## src/rtl/bdq_pkg.sv

```systemverilog
// Shared types and codes for the bounded deque with search.
package bdq_pkg;

    // Operation codes carried by each input item
    typedef enum logic [2:0] {
        OP_PUSH_FRONT = 3'd0,
        OP_PUSH_BACK  = 3'd1,
        OP_POP_FRONT  = 3'd2,
        OP_POP_BACK   = 3'd3,
        OP_COUNT      = 3'd4,
        OP_SEARCH     = 3'd5,
        OP_REVERSE    = 3'd6,
        OP_DUMP       = 3'd7
    } t_opcode;

    // Result status codes
    typedef enum logic [1:0] {
        ST_OK        = 2'd0,
        ST_EMPTY     = 2'd1,
        ST_FULL      = 2'd2,
        ST_NOT_FOUND = 2'd3
    } t_res_status;

    // Source of the position field of a result
    typedef enum logic [1:0] {
        POS_ZERO  = 2'd0,
        POS_COUNT = 2'd1,
        POS_SCAN  = 2'd2
    } t_pos_sel;

    // Commands from the controller to the datapath
    typedef struct packed {
        logic        take;      // capture the value of an accepted item
        logic        push;      // store the held value at one end
        logic        pop;       // drop one element at one end
        logic        at_front;  // logical front end for push or pop
        logic        flip;      // toggle the direction flag
        logic        scan_clr;  // restart the walk at the logical front
        logic        scan_inc;  // advance the walk by one element
        logic        rd_en;     // read the element at the walk position
        logic        out_load;  // load the output register
        t_res_status res_status;
        t_pos_sel    pos_sel;
        logic        val_sel;   // value_out from the read element
        logic        res_last;
    } t_dp_cmd;

    // Status from the datapath to the controller
    typedef struct packed {
        logic empty;
        logic full;
        logic scan_last;  // walk sits on the logical back element
        logic hit;        // read element equals the held value
        logic out_free;   // output register can take a result this cycle
    } t_dp_stat;

endpackage

```

## src/rtl/bdq_dp.sv

```systemverilog
// Datapath: element store, ring pointers, walk counter and output register.
module bdq_dp
    import bdq_pkg::*;
#(
    parameter int CAPACITY   = 16,
    parameter int DATA_WIDTH = 32
) (
    input  logic               i_clk,
    input  logic               i_rst_n,
    input  logic signed [31:0] i_value_in,
    input  t_dp_cmd            i_cmd,
    output t_dp_stat           o_stat,
    input  logic               i_ready,
    output logic               o_valid,
    output logic [1:0]         o_status,
    output logic signed [31:0] o_value_out,
    output logic [4:0]         o_position,
    output logic               o_last
);

    localparam int IW = (CAPACITY > 1) ? $clog2(CAPACITY) : 1;
    localparam int CW = $clog2(CAPACITY + 1);
    localparam logic [IW:0]   CAP_S  = (IW + 1)'(CAPACITY);
    localparam logic [IW-1:0] LAST_I = IW'(CAPACITY - 1);
    localparam logic [CW-1:0] CAP_C  = CW'(CAPACITY);

    logic [DATA_WIDTH-1:0] mem [CAPACITY];
    logic [DATA_WIDTH-1:0] r_rdata;
    logic [DATA_WIDTH-1:0] r_value;
    logic [IW-1:0]         r_front, n_front;
    logic [CW-1:0]         r_count, n_count;
    logic                  r_rev, n_rev;
    logic [IW-1:0]         r_scan, n_scan;
    logic                  r_out_valid;
    logic [1:0]            r_status;
    logic [31:0]           r_value_out;
    logic [4:0]            r_position;
    logic                  r_last;

    logic signed [63:0]    w_sx;
    logic [63:0]           w_vz;
    logic [31:0]           w_cnt32;
    logic [31:0]           w_pos32;
    logic [CW-1:0]         w_lidx;
    logic [IW:0]           w_rsum, w_wsum;
    logic [IW-1:0]         w_raddr, w_waddr, w_front_dec;
    logic                  w_phys_front;
    logic                  w_we;

    // Sign-extend the input value, then keep the store width
    assign w_sx = 64'(i_value_in);

    // Map the walk position to a physical slot
    always_comb begin
        w_lidx = r_rev ? (r_count - CW'(1) - CW'(r_scan)) : CW'(r_scan);
        w_rsum = (IW + 1)'(r_front) + (IW + 1)'(w_lidx[IW-1:0]);
        if (w_rsum >= CAP_S) begin
            w_rsum = w_rsum - CAP_S;
        end
        w_raddr = w_rsum[IW-1:0];
    end

    // Pick the write slot and next pointers
    always_comb begin
        w_phys_front = i_cmd.at_front ^ r_rev;
        w_front_dec  = (r_front == '0) ? LAST_I : (r_front - IW'(1));
        w_wsum = (IW + 1)'(r_front) + (IW + 1)'(r_count[IW-1:0]);
        if (w_wsum >= CAP_S) begin
            w_wsum = w_wsum - CAP_S;
        end
        w_waddr = w_phys_front ? w_front_dec : w_wsum[IW-1:0];
        w_we    = i_cmd.push;

        n_front = r_front;
        n_count = r_count;
        n_rev   = r_rev;
        if (i_cmd.push) begin
            n_count = r_count + CW'(1);
            if (w_phys_front) begin
                n_front = w_front_dec;
            end
        end else if (i_cmd.pop) begin
            n_count = r_count - CW'(1);
            if (w_phys_front) begin
                n_front = (r_front == LAST_I) ? '0 : (r_front + IW'(1));
            end
        end
        if (i_cmd.flip) begin
            n_rev = ~r_rev;
        end

        n_scan = r_scan;
        if (i_cmd.scan_clr) begin
            n_scan = '0;
        end else if (i_cmd.scan_inc) begin
            n_scan = r_scan + IW'(1);
        end
    end

    // Hold pointers, count, direction and walk position
    always_ff @(posedge i_clk) begin
        if (!i_rst_n) begin
            r_front <= '0;
            r_count <= '0;
            r_rev   <= 1'b0;
            r_scan  <= '0;
        end else begin
            r_front <= n_front;
            r_count <= n_count;
            r_rev   <= n_rev;
            r_scan  <= n_scan;
        end
    end

    // Capture the item value
    always_ff @(posedge i_clk) begin
        if (i_cmd.take) begin
            r_value <= w_sx[DATA_WIDTH-1:0];
        end
    end

    // Element store: one write port, one registered read port
    always_ff @(posedge i_clk) begin
        if (w_we) begin
            mem[w_waddr] <= r_value;
        end
    end

    always_ff @(posedge i_clk) begin
        if (i_cmd.rd_en) begin
            r_rdata <= mem[w_raddr];
        end
    end

    // Build the result fields
    assign w_vz    = 64'(r_rdata);
    assign w_cnt32 = 32'(r_count);
    assign w_pos32 = 32'(r_scan) + 32'd1;

    // Output register
    always_ff @(posedge i_clk) begin
        if (!i_rst_n) begin
            r_out_valid <= 1'b0;
        end else if (i_cmd.out_load) begin
            r_out_valid <= 1'b1;
        end else if (i_ready) begin
            r_out_valid <= 1'b0;
        end
    end

    always_ff @(posedge i_clk) begin
        if (i_cmd.out_load) begin
            r_status    <= i_cmd.res_status;
            r_value_out <= i_cmd.val_sel ? w_vz[31:0] : 32'd0;
            r_last      <= i_cmd.res_last;
            case (i_cmd.pos_sel)
                POS_COUNT: r_position <= w_cnt32[4:0];
                POS_SCAN:  r_position <= w_pos32[4:0];
                default:   r_position <= 5'd0;
            endcase
        end
    end

    // Report status to the controller
    assign o_stat.empty     = (r_count == '0);
    assign o_stat.full      = (r_count == CAP_C);
    assign o_stat.scan_last = ((CW'(r_scan) + CW'(1)) == r_count);
    assign o_stat.hit       = (r_rdata == r_value);
    assign o_stat.out_free  = ~r_out_valid | i_ready;

    assign o_valid     = r_out_valid;
    assign o_status    = r_status;
    assign o_value_out = r_value_out;
    assign o_position  = r_position;
    assign o_last      = r_last;

endmodule

```

## src/rtl/bdq_ctrl.sv

```systemverilog
// Controller: sequences each item through execute, read and check steps.
module bdq_ctrl
    import bdq_pkg::*;
(
    input  logic       i_clk,
    input  logic       i_rst_n,
    input  logic       i_valid,
    output logic       o_ready,
    input  logic [2:0] i_opcode,
    input  t_dp_stat   i_stat,
    output t_dp_cmd    o_cmd
);

    typedef enum logic [3:0] {
        S_IDLE  = 4'b0001,
        S_EXEC  = 4'b0010,
        S_READ  = 4'b0100,
        S_CHECK = 4'b1000
    } t_state;

    t_state  r_state, n_state;
    t_opcode r_op, n_op;

    assign o_ready = (r_state == S_IDLE);

    // Next state and commands
    always_comb begin
        n_state = r_state;
        n_op    = r_op;
        o_cmd   = '0;
        o_cmd.res_status = ST_OK;
        o_cmd.pos_sel    = POS_ZERO;
        o_cmd.res_last   = 1'b1;

        case (r_state)
            S_IDLE: begin
                if (i_valid) begin
                    o_cmd.take = 1'b1;
                    n_op       = t_opcode'(i_opcode);
                    n_state    = S_EXEC;
                end
            end

            S_EXEC: begin
                case (r_op)
                    OP_PUSH_FRONT, OP_PUSH_BACK: begin
                        if (i_stat.out_free) begin
                            o_cmd.out_load = 1'b1;
                            o_cmd.at_front = (r_op == OP_PUSH_FRONT);
                            if (i_stat.full) begin
                                o_cmd.res_status = ST_FULL;
                            end else begin
                                o_cmd.push = 1'b1;
                            end
                            n_state = S_IDLE;
                        end
                    end
                    OP_POP_FRONT, OP_POP_BACK: begin
                        if (i_stat.out_free) begin
                            o_cmd.out_load = 1'b1;
                            o_cmd.at_front = (r_op == OP_POP_FRONT);
                            if (i_stat.empty) begin
                                o_cmd.res_status = ST_EMPTY;
                            end else begin
                                o_cmd.pop = 1'b1;
                            end
                            n_state = S_IDLE;
                        end
                    end
                    OP_COUNT: begin
                        if (i_stat.out_free) begin
                            o_cmd.out_load = 1'b1;
                            o_cmd.pos_sel  = POS_COUNT;
                            n_state        = S_IDLE;
                        end
                    end
                    OP_REVERSE: begin
                        if (i_stat.out_free) begin
                            o_cmd.out_load = 1'b1;
                            if (i_stat.empty) begin
                                o_cmd.res_status = ST_EMPTY;
                            end else begin
                                o_cmd.flip = 1'b1;
                            end
                            n_state = S_IDLE;
                        end
                    end
                    OP_SEARCH, OP_DUMP: begin
                        if (i_stat.empty) begin
                            if (i_stat.out_free) begin
                                o_cmd.out_load   = 1'b1;
                                o_cmd.res_status = (r_op == OP_SEARCH) ? ST_NOT_FOUND
                                                                       : ST_EMPTY;
                                n_state = S_IDLE;
                            end
                        end else begin
                            o_cmd.scan_clr = 1'b1;
                            n_state        = S_READ;
                        end
                    end
                    default: begin
                        n_state = S_IDLE;
                    end
                endcase
            end

            // Fetch the element at the walk position
            S_READ: begin
                o_cmd.rd_en = 1'b1;
                n_state     = S_CHECK;
            end

            // Match or emit the fetched element, then advance or finish
            S_CHECK: begin
                if (r_op == OP_SEARCH) begin
                    if (i_stat.hit) begin
                        if (i_stat.out_free) begin
                            o_cmd.out_load = 1'b1;
                            o_cmd.val_sel  = 1'b1;
                            o_cmd.pos_sel  = POS_SCAN;
                            n_state        = S_IDLE;
                        end
                    end else if (i_stat.scan_last) begin
                        if (i_stat.out_free) begin
                            o_cmd.out_load   = 1'b1;
                            o_cmd.res_status = ST_NOT_FOUND;
                            n_state          = S_IDLE;
                        end
                    end else begin
                        o_cmd.scan_inc = 1'b1;
                        n_state        = S_READ;
                    end
                end else begin
                    if (i_stat.out_free) begin
                        o_cmd.out_load = 1'b1;
                        o_cmd.val_sel  = 1'b1;
                        o_cmd.pos_sel  = POS_SCAN;
                        o_cmd.res_last = i_stat.scan_last;
                        if (i_stat.scan_last) begin
                            n_state = S_IDLE;
                        end else begin
                            o_cmd.scan_inc = 1'b1;
                            n_state        = S_READ;
                        end
                    end
                end
            end

            default: begin
                n_state = S_IDLE;
            end
        endcase
    end

    // Hold state and the current opcode
    always_ff @(posedge i_clk) begin
        if (!i_rst_n) begin
            r_state <= S_IDLE;
            r_op    <= OP_PUSH_FRONT;
        end else begin
            r_state <= n_state;
            r_op    <= n_op;
        end
    end

endmodule

```

## src/rtl/bounded_deque_with_search.sv

```systemverilog
// Top level of the bounded deque with search: controller plus datapath.
// A bounded double-ended queue of up to CAPACITY signed values held in a
// circular store; reverse only flips a direction flag, so no data moves.
// Push, pop, count and reverse take an accept and an execute step per item
// and give one result. Search and dump walk the store from the logical front
// through its single read port with registered read data, a read and a check
// step per element: search gives one result, dump one per element with last
// set on the final one (a single empty result when nothing is stored). The
// result sits in an output register, so a new item is accepted while a
// finished result still waits; a stalled output holds the walk in place.
// The store needs no clearing after reset: only occupied entries are read.
module bounded_deque_with_search
    import bdq_pkg::*;
#(
    parameter int CAPACITY   = 16,
    parameter int DATA_WIDTH = 32
) (
    input  logic               i_clk,
    input  logic               i_rst_n,
    input  logic               i_valid,
    output logic               o_ready,
    input  logic [2:0]         i_opcode,
    input  logic signed [31:0] i_value_in,
    output logic               o_valid,
    input  logic               i_ready,
    output logic [1:0]         o_status,
    output logic signed [31:0] o_value_out,
    output logic [4:0]         o_position,
    output logic               o_last
);

    t_dp_cmd  w_cmd;
    t_dp_stat w_stat;

    // Sequence each item
    bdq_ctrl u_ctrl (
        .i_clk    (i_clk),
        .i_rst_n  (i_rst_n),
        .i_valid  (i_valid),
        .o_ready  (o_ready),
        .i_opcode (i_opcode),
        .i_stat   (w_stat),
        .o_cmd    (w_cmd)
    );

    // Store, pointers and result register
    bdq_dp #(
        .CAPACITY   (CAPACITY),
        .DATA_WIDTH (DATA_WIDTH)
    ) u_dp (
        .i_clk       (i_clk),
        .i_rst_n     (i_rst_n),
        .i_value_in  (i_value_in),
        .i_cmd       (w_cmd),
        .o_stat      (w_stat),
        .i_ready     (i_ready),
        .o_valid     (o_valid),
        .o_status    (o_status),
        .o_value_out (o_value_out),
        .o_position  (o_position),
        .o_last      (o_last)
    );

endmodule
```

## config.mk

```make
export PLATFORM = sky130hd
export DESIGN_NAME = bounded_deque_with_search
export DESIGN_NICKNAME = d
export VERILOG_FILES = /design/src/rtl/bdq_pkg.sv /design/src/rtl/bdq_dp.sv /design/src/rtl/bdq_ctrl.sv /design/src/rtl/bounded_deque_with_search.sv
export SDC_FILE = /design/constraint.sdc
export NUM_CORES = 1
export LEC_CHECK = 0
export BUFFER_PORTS_ARGS = -buffer_cell sky130_fd_sc_hd__buf_2
export CAP_MARGIN = 40
export CORE_AREA = 5 5 232 178
export DETAILED_ROUTE_END_ITERATION = 8
export DIE_AREA = 0 0 237 183
export HOLD_SLACK_MARGIN = 0.02
export PLACE_DENSITY = 0.83
export SLEW_MARGIN = 20
export SYNTH_ARGS = -nofsm -noshare
export SYNTH_HDL_FRONTEND = slang
export SYNTH_SLANG_ARGS = --single-unit
```

## constraint.sdc

```tcl
create_clock -name i_clk -period 7.6 [get_ports i_clk]
set_input_delay 0.76 -clock i_clk [delete_from_list [all_inputs] [get_ports i_clk]]
set_output_delay 0.76 -clock i_clk [all_outputs]
set_load 0.01 [all_outputs]
```

Word level (Yosys, flattened, before mapping). Memories as Yosys holds them, arrays and structs flattened. A register that Yosys moved wholly into a read port is not among the register bits. Index checks and enable logic that the tools add are counted.

Shift operators: 0. Bitwise logic cells: 7. Add/subtract/negate cells: 12. Reductions and logical operators: 15. $mul: 0. Div/mod/pow operators: 0. Multiplexer cells: 72. Eq/ne operators: 19. $lt $le $gt $ge: 2.

Operator list (number): 4-bit 2-to-1 mux (18); 32-bit equality test (1); 3-bit 2-to-1 mux (10); 1-bit 2-to-1 mux (27); 5-bit one-hot mux with 2 select lines (2); 4-bit one-hot mux with 4 select lines (1); 5-bit 2-to-1 mux (3); 2-bit 2-to-1 mux (7); 3-bit equality test (second input constant) (4); 4-bit by 1-bit subtractor with 4-bit output (second input constant) (3); 4-bit by 1-bit adder with 5-bit output (second input constant) (2); 4-bit by 4-bit adder with 5-bit output (2); 5-bit >= comparator (second input constant) (2); 4-bit by 1-bit adder with 4-bit output (second input constant) (2); 4-bit equality test (second input constant) (2); 4-bit one-hot mux with 2 select lines (1); 2-bit OR reduction (4); 3-bit by 2-bit equality test with 1-bit output (second input constant) (2); 2-bit one-hot mux with 3 select lines (1); 2-bit AND reduction (3); 3-bit OR reduction (2); 6-bit OR reduction (1); 5-bit by 1-bit adder with 5-bit output (second input constant) (1); 5-bit equality test (1); 20 further kinds (25).

Output and inout bits: 42. RAM bits: 512. Logic and storage cells: 140. Memories kept: 1. Bits of input ports: 39. Bits in read-only memories: 0. Bits in registers: 94. Latch bits: 0.

Memory list: u_dp.mem (depth 16, bits a word 32, rd ports 1, clocked after Yosys merged registers in 1, write ports 1, RTL line bdq_dp.sv:27) `logic [DATA_WIDTH-1:0] mem [CAPACITY];`.

Depth between registers and ports, before layout.
Depth in word-level cells: 9. Depth in mapped cells: 13. Gate-level depth less buffers: 12.

Modules after synthesis. A second synthesis with hierarchy kept.

Cells, all modules: 1248. Area, all modules: 25378.1 µm².

By module, submodules not included: bdq_dp (seq. area each 18798.0 µm², cells each 1169, area an instance 24752.5 µm², instances 1); bdq_ctrl (seq. area each 140.1 µm², cells each 79, area an instance 625.6 µm², instances 1).

Worst setup path after synthesis. OpenSTA, ideal clock, no wires.

Path kind: register to register. From: register u_dp.r_value[29]. To: register u_dp.r_last (netlist: u_dp.o_last) (enable). Cell stages (with the launch flop): 7. Path slack: 2652 ps. Library setup time: 493 ps. Arrival time: 4455 ps. Path buffers: 0. Period minus slack after synthesis: 4948 ps. Required time: 7107 ps. Path through: edfxtp_1 -> xor2_1 -> nor4_1 -> nand4_1 -> or2_1 -> and3_1 -> o21ai_0.

RTL lines: start, declared (RTL line bdq_dp.sv:29) `logic [DATA_WIDTH-1:0] r_value;`; start signal, assigned (RTL line bdq_dp.sv:118) `r_value <= w_sx[DATA_WIDTH-1:0];`; end signal, assigned (RTL line bdq_dp.sv:155) `r_last <= i_cmd.res_last;`; end, declared (RTL line bdq_dp.sv:38) `logic r_last;`.

Worst setup path in the final report.
From: register u_dp.r_count[1]. To: register u_dp.r_rdata[23] (read register of u_dp.mem), data pin.

Longest elaborated chain between the ends: 6. Elaborated cells between the ends (all ways): 7. Those cells by class: add/sub (4); order compare (1); mux (2).

Ends and longest elaborated chain: start, declared (RTL line bdq_dp.sv:31) `logic [CW-1:0] r_count, n_count;`; start signal, assigned (RTL line bdq_dp.sv:109) `r_count <= n_count;`; 5-bit by 1-bit subtractor with 5-bit output (*); 4-bit subtractor (*) (RTL line bdq_dp.sv:55) `w_lidx = r_rev ? (r_count - CW'(1) - CW'(r_scan)) : CW'(r_scan);`; 4-bit 2-to-1 mux (*) (RTL line bdq_dp.sv:55); 4-bit by 4-bit adder with 5-bit output (*) (RTL line bdq_dp.sv:56) `w_rsum = (IW + 1)'(r_front) + (IW + 1)'(w_lidx[IW-1:0]);`; 4-bit by 1-bit subtractor with 4-bit output / 5-bit >= comparator (equally long branches) (RTL line bdq_dp.sv:58, bdq_dp.sv:57); 4-bit 2-to-1 mux (*) (RTL line bdq_dp.sv:57) `if (w_rsum >= CAP_S) begin`; end, declared (RTL line bdq_dp.sv:28) `logic [DATA_WIDTH-1:0] r_rdata;`.

Every way passes the cells marked *; elsewhere a longest branch is shown, timed or not. A chain may end at the register's enable or synchronous reset.

==> impl_metrics.csv <==
group,metric,value,unit
outcome,status,"finished clean",
global_routing,antenna_found_initial,0,
power_and_ir_drop,p_leak,8.95,nW
power_and_ir_drop,power.internal,0.00552,W
yosys,async_flop_share,0,%
sta,setup_violations,0,
finish,final_util,72.9,%
route,drt-wirelength-per-cell,30.5,um
global_routing,grt_pass1_vias,12900,
worst_setup_path,path_class,"flip-flop to flip-flop",
route,via_count,12600,
cts,clock-sinks,638,
worst_setup_path,crit_path_max_fanout,49,
worst_setup_path,crit_path_end_kind,"flip-flop",
finish,n_fill_cell,2132,
global_routing,grt_overflow,0,
finish,area_delta_synth_final,12.4,%
power_and_ir_drop,power_frac_clock,41.1,%
sta,max_clock_freq,0.199,GHz
yosys,syn_area_per_cell,21.0,um^2
yosys,syn-num-nets,1261,
floorplan,die_w,237,um
floorplan,core,38900,um^2
worst_setup_path,cp.required,7.92,ns
cts,clkTransAtPathRegs,0.06,ns
hold_path,hold_class,"primary input to flip-flop",
sta,fin_skew,0.0253,ns
placed_design,port-buffer-count,80,
yosys,synth_area_leaders,"edfxtp_1 (73%), mux4_2 (14%), dfxtp_1 (1.7%)",
cts,htreeDepth,2,
power_and_ir_drop,comb_power_share,1.5,%
sta,maxSlewHeadroom,40.7,%
sta,fin_crit_sh,66.0,%
route,drc,0,
placed_design,dp_hpwl,29.2,mm
floorplan,io_pins,81,
route,drt_iter0_markers,1603,
yosys,synth.distinct_cells,66,
yosys,synth_edf_count,616,
global_routing,grt_first_pass_wirelength,84.3,mm
job,drv_cap,0,
cts,cts-root-buf,"clkbuf_16",
route,wl,57.5,mm
yosys,synthCells,1201,
power_and_ir_drop,ir_drop,0.259,mV
cts,insertion_delay,0.60,ns
sta,fin_tns_setup,0,ns
floorplan,initial_core_util,64.8,%
sta,grt_setup_unrepaired,"false",
sta,period_minus_slack,5.02,ns
worst_setup_path,cp-start-kind,"flip-flop",
floorplan,rows,63,
power_and_ir_drop,p_sw_share,19.8,%
route,drt-pass1-iter-count,5,
global_routing,grt.total_usage,26.7,%
finish,layout-drive-gt1-share,28.9,%
placed_design,place.gp.congestion,0.850,
yosys,synthFlopType,"edfxtp_1",
sta,finalHoldViolCount,0,
finish,multi_input_area,6180,um^2
sta,drv_slew,0,
finish,seqCellArea,18900,um^2
cts,cts.repair.resized,0,
global_routing,grt_max_degree,96,
yosys,synth-warning-count,0,
cts,clock_path_buffers,3,
power_and_ir_drop,powerDensity,243,nW/um^2
power_and_ir_drop,switchingPower,0.00136,W
route,post_drt_via_cell_ratio,6.67,
route,antenna_left,0,
yosys,synth.cell_area,25200,um^2
sta,tightest_slew,0.888,ns
cts,cts_made_buffers,57,
yosys,yosysTopAreaCellShare,73.4,%
floorplan,die_y,183,um
yosys,synth-seq-cells,638,
cts,cts_setup_buffers,0,
floorplan,dieArea,43400,um^2
yosys,yosysTopAreaCell,"edfxtp_1",
finish,antenna_cells,0,
power_and_ir_drop,seq_power_share,57.5,%
worst_setup_path,arrival,5.34,ns
finish,nets,1382,
cts,postCtsHoldBufs,0,
cts,cts_tree,"built",
yosys,yosysSeqAreaShare,75.2,%
[power by group through the flow]
stage               clock (W)  combinational [W]  sequential, W
floorplan                   0          0.0000551        0.00401
global placement            0          0.0000964        0.00402
detailed placement          0          0.0000990        0.00403
CTS                   0.00287           0.000100        0.00396
global route          0.00303           0.000108        0.00396
finish                0.00283           0.000101        0.00396
[placed cells by master (no fill, tap or decap), drive strengths merged, types with 3 or more instances in the layout]
cell	instances
edfxtp	616
mux4	160
buf	109
clkbuf	70
nor2	42
xor2	38
and2	34
nand2	29
clkinv	27
a21oi	24
dfxtp	22
o21ai	21
ha	18
xnor2	16
inv	15
nor3	11
nor4	9
nand3	7
nor3b	7
and3	6
bufinv	6
nand2b	5
nand4	5
nor2b	5
mux2i	5
o31ai	4
or3	4
o21a	3
a21o	3
o211ai	3
nor4b	3
or2	3
or4b	3
fa	3
[registers in the layout, summed over array words and instances, names as in the netlist]
signal,count
u_dp.mem,512
u_dp.o_value_out,32
u_dp.r_rdata,32
u_dp.r_value,32
u_dp.o_position,5
u_dp.r_count,5
u_ctrl.r_state,4
u_dp.r_front,4
u_dp.r_scan,4
u_ctrl.r_op,3
u_dp.o_status,2
u_dp.o_last,1
u_dp.o_valid,1
u_dp.r_rev,1
[cells in the mapped netlist (3+ instances only)]
library cell and count:
edfxtp_1 616, mux4_2 160, nor2_1 40, xor2_1 38, and2_1 34, clkbuf_1 32
nand2_1 25, a21oi_1 24, dfxtp_1 22, ha_1 18, o21ai_0 17, xnor2_1 16
inv_1 15, nor3_1 10, buf_2 8, nor4_1 8, buf_1 7, nand3_1 7
and3_1 6, nand2b_1 5, nand4_1 5, nor2b_1 5, nor3b_1 5, nand2_2 4
o21ai_1 4, o31ai_1 4, a21o_1 3, fa_1 3, mux2i_1 3, nor4b_1 3
o211ai_1 3, o21a_1 3, or3_1 3
[through the flow]
| stage | setup WS, ns | area [um^2] | hold slack [ns] | cells | total power (W) |
|---|---|---|---|---|---|
| 6_report | 2.58 | 28300 | 0.340 | 1885 | 0.00689 |
| 5_1_grt | 2.41 | 28300 | 0.314 | 1885 | 0.00710 |
| 4_1_cts | 2.65 | 28300 | 0.314 | 1881 | 0.00692 |
| 3_5_place_dp | 2.64 | 26400 | 0.551 | 1779 | 0.00413 |
| 3_3_place_gp | 2.78 | 26400 | 0.533 | 1778 | 0.00412 |
| 2_1_floorplan | 2.65 | 25200 | 0.501 | 1201 | 0.00406 |
[metal layers]
layer / wire length [um] / global-route usage, % / vias to the layer above
met5: 0 / 0 / -
met4: 1510 / 6.90 / 0
met3: 5340 / 5.61 / 103
met2: 29200 / 44.8 / 763
met1: 21500 / 37.0 / 6536
li1: - / - / 5167
[final timing paths]
kind	from	depth (start not counted)	slack (ns)	to
setup / recovery	u_dp.r_count[1]$_SDFFE_PN0N_	9	2.58	u_dp.r_rdata[23]$_DFFE_PP_
setup reg to reg	u_dp.r_count[1]$_SDFFE_PN0N_	9	2.58	u_dp.r_rdata[23]$_DFFE_PP_
hold / removal	i_value_in[15]	1	0.34	u_dp.r_value[15]$_DFFE_PP_
hold reg to reg	u_ctrl.r_op[0]$_SDFFE_PN0P_	2	0.56	u_ctrl.r_op[0]$_SDFFE_PN0P_
[worst max-delay path: stages, from the launching register on]
cell and delay, ns:
dfxtp_1 0.55, inv_1 0.12, ha_1 0.35, fa_1 0.49, a21oi_1 0.22, inv_1 0.08
fa_4 1.28, buf_4 0.70, mux4_2 0.42, mux4_2 0.50
[cell families after synthesis]
| logic type | synth area share, % |
|---|---|
| AOI/OAI and AO/OA | 2.01 |
| buffers and inverters | 1.05 |
| xor gates and xnor gates | 1.97 |
| and+or+nand+nor | 3.96 |
| DFF | 75.2 |
| adders and majority gates | 1.13 |
| muxes | 14.7 |
[final cells by class]
cell class	instances	share of cell area (%)
tap	520	2.30
sequential	638	66.9
clock buffer	69	5.27
timing repair buffer	111	2.40
multi-input combinational	498	21.8
inverter	16	0.212
clock inverter	33	1.11
Power figures use the tool's default switching activity.
